### src/design/rgb_convolution_3x3_unit_defines.svh
// assertion macros used by the rgb convolution top level
`ifndef RGB_CONVOLUTION_3X3_UNIT_DEFINES_SVH
`define RGB_CONVOLUTION_3X3_UNIT_DEFINES_SVH
`ifndef SYNTHESIS
// implication that must hold at every clock edge outside reset
`define RC3_ASSERT_IMPL(label, clk, rst_n, ante, cons) \
	label: assert property (@(posedge clk) disable iff (!rst_n) (ante) |-> (cons)) \
		else $error("assertion failed");
// implication checked in the next cycle
`define RC3_ASSERT_NEXT(label, clk, rst_n, ante, cons) \
	label: assert property (@(posedge clk) disable iff (!rst_n) (ante) |=> (cons)) \
		else $error("assertion failed");
`else
`define RC3_ASSERT_IMPL(label, clk, rst_n, ante, cons)
`define RC3_ASSERT_NEXT(label, clk, rst_n, ante, cons)
`endif
`endif

### src/design/rc3_pkg.sv
// package: shared types, constants and address codes of the convolution unit
package rc3_pkg;
	localparam int MaxLineWidth   = 2048;
	localparam int MaxFrameHeight = 2048;
	localparam int ColW = $clog2(MaxLineWidth);
	localparam int RowW = $clog2(MaxFrameHeight);
	localparam int DimW = 12;
	localparam int NumCells = 3;

	localparam logic [2:0] AddrKernelTop    = 3'd0;
	localparam logic [2:0] AddrKernelMiddle = 3'd1;
	localparam logic [2:0] AddrKernelBottom = 3'd2;
	localparam logic [2:0] AddrLineWidth    = 3'd3;
	localparam logic [2:0] AddrFrameHeight  = 3'd4;

	typedef logic [23:0] pixel_t;

	// flags that travel with one window position
	typedef struct packed {
		logic emit;
		logic line_end;
		logic frame_end;
	} tag_t;

	// partial sums of one column cell, one per channel
	typedef struct packed {
		logic signed [19:0] b;
		logic signed [19:0] g;
		logic signed [19:0] r;
	} psum_t;

	function automatic logic [7:0] clamp_u8(input logic signed [19:0] s);
		logic [7:0] v;
		if (s < 0) v = 8'd0;
		else if (s > 20'sd255) v = 8'hff;
		else v = s[7:0];
		return v;
	endfunction
endpackage

### src/design/rc3_column_cell.sv
// column cell: holds one window column and forms its weighted partial sums
module rc3_column_cell import rc3_pkg::*; (
	input  logic        clk,
	input  logic        arst_n,
	input  logic        adv,
	input  pixel_t      top_in,
	input  pixel_t      mid_in,
	input  pixel_t      bot_in,
	input  logic [23:0] k_top,
	input  logic [23:0] k_mid,
	input  logic [23:0] k_bot,
	input  logic [1:0]  sel,
	output pixel_t      top_q,
	output pixel_t      mid_q,
	output pixel_t      bot_q,
	output psum_t       psum
);
	logic signed [7:0] c0, c1, c2;

	always_ff @(posedge clk or negedge arst_n) begin
		if (!arst_n) begin
			top_q <= '0;
			mid_q <= '0;
			bot_q <= '0;
		end else if (adv) begin
			top_q <= top_in;
			mid_q <= mid_in;
			bot_q <= bot_in;
		end
	end

	always_comb begin
		case (sel)
			2'd0: begin c0 = k_top[7:0];   c1 = k_mid[7:0];   c2 = k_bot[7:0];   end
			2'd1: begin c0 = k_top[15:8];  c1 = k_mid[15:8];  c2 = k_bot[15:8];  end
			2'd2: begin c0 = k_top[23:16]; c1 = k_mid[23:16]; c2 = k_bot[23:16]; end
			default: begin c0 = '0; c1 = '0; c2 = '0; end
		endcase
	end

	// column's weighted values per channel, max magnitude 3*255*128
	function automatic logic signed [19:0] col_sum(input logic [7:0] a, input logic [7:0] b,
			input logic [7:0] c, input logic signed [7:0] w0, input logic signed [7:0] w1,
			input logic signed [7:0] w2);
		logic signed [19:0] s;
		s = $signed({1'b0, a}) * w0 + $signed({1'b0, b}) * w1 + $signed({1'b0, c}) * w2;
		return s;
	endfunction

	// 20 bits hold the full three-column total without overflow
	assign psum.r = col_sum(top_q[7:0],   mid_q[7:0],   bot_q[7:0],   c0, c1, c2);
	assign psum.g = col_sum(top_q[15:8],  mid_q[15:8],  bot_q[15:8],  c0, c1, c2);
	assign psum.b = col_sum(top_q[23:16], mid_q[23:16], bot_q[23:16], c0, c1, c2);
endmodule

### config.mk
export PLATFORM = sky130hd
export DESIGN_NAME = rc3_column_cell
export DESIGN_NICKNAME = d
export VERILOG_FILES = /design/src/design/rgb_convolution_3x3_unit_defines.svh /design/src/design/rc3_pkg.sv /design/src/design/rc3_column_cell.sv
export SDC_FILE = /design/constraint.sdc
export NUM_CORES = 2
export LEC_CHECK = 0
export ABC_AREA = 1
export BUFFER_PORTS_ARGS = -buffer_cell sky130_fd_sc_hd__buf_2
export CORE_MARGIN = 2
export CORE_UTILIZATION = 68
export DETAILED_ROUTE_END_ITERATION = 8
export GPL_TIMING_DRIVEN = 0
export PLACE_DENSITY = 0.89
export SYNTH_ARGS = -nofsm -noshare
export SYNTH_HDL_FRONTEND = slang
export SYNTH_SLANG_ARGS = --single-unit
export TNS_END_PERCENT = 20
### constraint.sdc
create_clock -name clk -period 29.7 [get_ports clk]
set_clock_uncertainty 0.1 [all_clocks]
set_input_delay 7.425 -clock clk [delete_from_list [all_inputs] [get_ports clk]]
set_output_delay 7.425 -clock clk [all_outputs]
set_load 0.1 [all_outputs]
### Word level (Yosys, flattened, before mapping)

Cells that the tools add are included.

* multiplexer cells: 3
* $mul: 9
* add/subtract/negate cells: 6
* eq/ne operators: 2
* reduce and logical (&&, ||, !) cells: 1

Operator list (number)
* $mul 9x8->17: 9
* $pmux 8 s3: 3
* $add 18x17->19: 3
* $add 17x17->18: 3
* $eq 2x1->1 const B: 1
* $eq 2x2->1 const B: 1
* $logic_not 2->1: 1

* register bits after elaboration: 72
* bits of input ports: 149
* output and inout bits: 132

### Longest topological paths before layout

* depth in word-level cells: 5
* mapped depth: 33
* mapped depth without buffers: 30

### Worst setup path before layout

Ideal clock, no wire load.

* kind: input -> output
* start point: input sel[0]
* end point: output psum[12] in the netlist's numbering
* arrival: 14.120 ns
* setup slack: 8.055 ns
* path buffers: 2
* stages on the path: 25
* path through: nor2_4 > buf_2 > nand2_1 > nand3_2 > buf_4 > nand2_1 > fa_1 > inv_1 > fa_1 > inv_1 > fa_1 > fa_1 > inv_1 > fa_1 > inv_1 > fa_1 > inv_1 > fa_1 > ha_1 > or2_2 > nand3_1 > nand2_1 > nand2_1 > nand2_1 > xor2_1

RTL lines
* from (decl): line rc3_column_cell.sv:12 `input logic [1:0] sel,`
* to (decl): line rc3_column_cell.sv:16 `output psum_t psum`

==> reports/metrics.csv <==
metric,value,unit
cp_num_buf_inv,11,
ys_async_sr_fraction,100.0,%
met3_usage,12.72,%
pin_count,281,
io_buffers,279,
clk_pin_slew,0.06,ns
rsz0062_at_grt,no,
report.final.hold_viol_count,0,
wl,84260,µm
ys_ff_latch,72,
rows,72,
arrival,15.24,ns
h-tree-depth,3,
grtUsageMet2,65.97,%
post-cts-setup-buffer-count,0,
path_class,input pin to output pin,
antenna_found_initial,0,
synth_cell_types,31,
cts_tree,yes,
grt_overflow_total,0,
routedWlPerCell,19.73,µm
slew_headroom,33.12,%
slew_viol_final,0,
hold_class,register to register,
synth-edff-count,0,
syn_inst,3458,
die_x,202.2,µm
nets,4732,
grt_max_degree,38,
first_global_vias,24732,
cts_sinks,72,
n_antenna_cell,0,
clock_latency,0.39,ns
crit_path_frequent_cell,fa_1,
crit_path_end_kind,output pin,
clockBufferDepth,2,
die_area,40890,µm²
final.period_utilization,76.65,%
grt_pass1_wl,130200,µm
placed_cell_area,28780,µm²
dieHeight,202.2,µm
use_met1,49.22,%
drive_gt1_share,12.52,%
final_area,29080,µm²
slowest_delay,0.56,ns
cts_hold_buf,0,
finalSetupViolations,0,
drv_cap,0,
fmax,43.92,MHz
cp-start-kind,input pin,
ant_nets,0,
postCtsResizedCells,0,
netlist_area,26710,µm²
ys.warnings.count,0,
core_area,38740,µm²
start_util,68.96,%
dp_hpwl,70060,µm
syn_area_per_cell,7.725,µm²
status,"finished, final reports clean",
viasPerCell,5.441,
first_iter_violations,2293,
path_max_fanout,10,
required,22.18,ns
crit_slowest_cell,fa_1,
area_growth_syn_to_layout,8.847,%
cp_top_family,adder cells,
via_count,23239,
tns,0,ns
ys_seq_area_share,6.744,%
routabilityCongestion,1.055,
cts_buffers,9,
busiest_layer,met2,
track_usage,42.76,%
layout_min_cycle_time,22.77,ns
root_buffer,clkbuf_16,
drc,0,
synth_nets,4441,
firstDrtPassIters,7,
worst_slew_pin_slew,1.003,ns
ys.flop_type,dfrtp_1,
registers in the layout, summed over array words and instances, names as in the netlist:
| name | flops |
|---|---|
| mid_q | 24 |
| top_q | 24 |
| bot_q | 24 |
cell usage after synthesis, types with 23 or more instances:
cell type	instances	area share, %
nor2_1	39	0.55
o21ai_0	87	1.6
ha_1	332	16
dfrtp_1	72	6.7
nand3_1	50	0.94
xor2_1	23	0.75
nand2_1	889	12
buf_6	33	1.4
fa_1	502	38
buf_2	85	1.6
a21oi_1	36	0.67
inv_1	1214	17
final timing paths:
kind | startpoint | to | cells past startpoint | slack (ns)
worst max-delay path | sel[0] | psum[19] | 30 | 6.93
worst min-delay path | mid_q[22]$_DFFE_PN0P_ | mid_q[22]$_DFFE_PN0P_ | 3 | 0.66
worst max register to register | bot_q[1]$_DFFE_PN0P_ | bot_q[1]$_DFFE_PN0P_ | 3 | 28.47
worst min register to register | mid_q[22]$_DFFE_PN0P_ | mid_q[22]$_DFFE_PN0P_ | 3 | 0.66
max in group asynchronous | arst_n | top_q[14]$_DFFE_PN0P_ | 2 | 21.94
min in group asynchronous | arst_n | bot_q[21]$_DFFE_PN0P_ | 1 | 6.91
cells in the final DEF, fill, tap and decap left out, types with 19 or more instances in the layout:
cell,synthesis,layout
nand3_1,50,50
o21ai_0,87,87
fa_1,502,502
nor2_1,39,39
xor2_1,23,23
buf_2,85,363
a21oi_1,36,36
inv_1,1214,1214
nand2_1,889,889
buf_4,18,19
buf_6,33,33
ha_1,332,332
dfrtp_1,72,72
tightest hold or removal path: cells and delay by family (launching register included):
family	cells	cell delay, ns
buffers and inverters	2	0.28
AOI/OAI and AO/OA	1	0.07
DFF	1	0.37
area by class of cell:
class                      instances  area (µm²)
fill                            2783        9659
clock inverter                     5       57.56
multi-input combinational       2019       19360
sequential                        72        1802
clock buffer                      10       239.0
inverter                        1222        4587
tap                              518       648.1
buffer                           145       965.9
timing repair buffer             280        1419
cells by family after synthesis:
| group | after synthesis | synth area share (%) |
|---|---|---|
| buf+inv | 1367 | 20.79 |
| simple gates | 1026 | 15.80 |
| fa+ha+maj | 834 | 53.17 |
| compound gates | 131 | 2.581 |
| flops | 72 | 6.744 |
| xor+xnor | 28 | 0.9180 |
routing by layer:
metal	up-vias	part of all wire, %	routed length [µm]
li1	10178	-	-
met1	11018	33	27600
met2	1585	44	37120
met3	458	13	10770
met4	0	10	8768
met5	-	0	0
stage by stage:
stage	hold slack, ns	setup slack [ns]	util (%)	cells
floorplan	1.099	8.055	-	3458
global placement	0.6179	7.249	74.24	4255
detailed placement	0.6377	7.146	74.30	4256
CTS	0.6503	7.137	75.06	4271
global route	0.6803	6.836	75.06	4271
finish	0.6603	6.933	75.06	4271
Power is not shown: default switching activity piles up to over one toggle a cycle in this logic, so the estimate is an artifact.
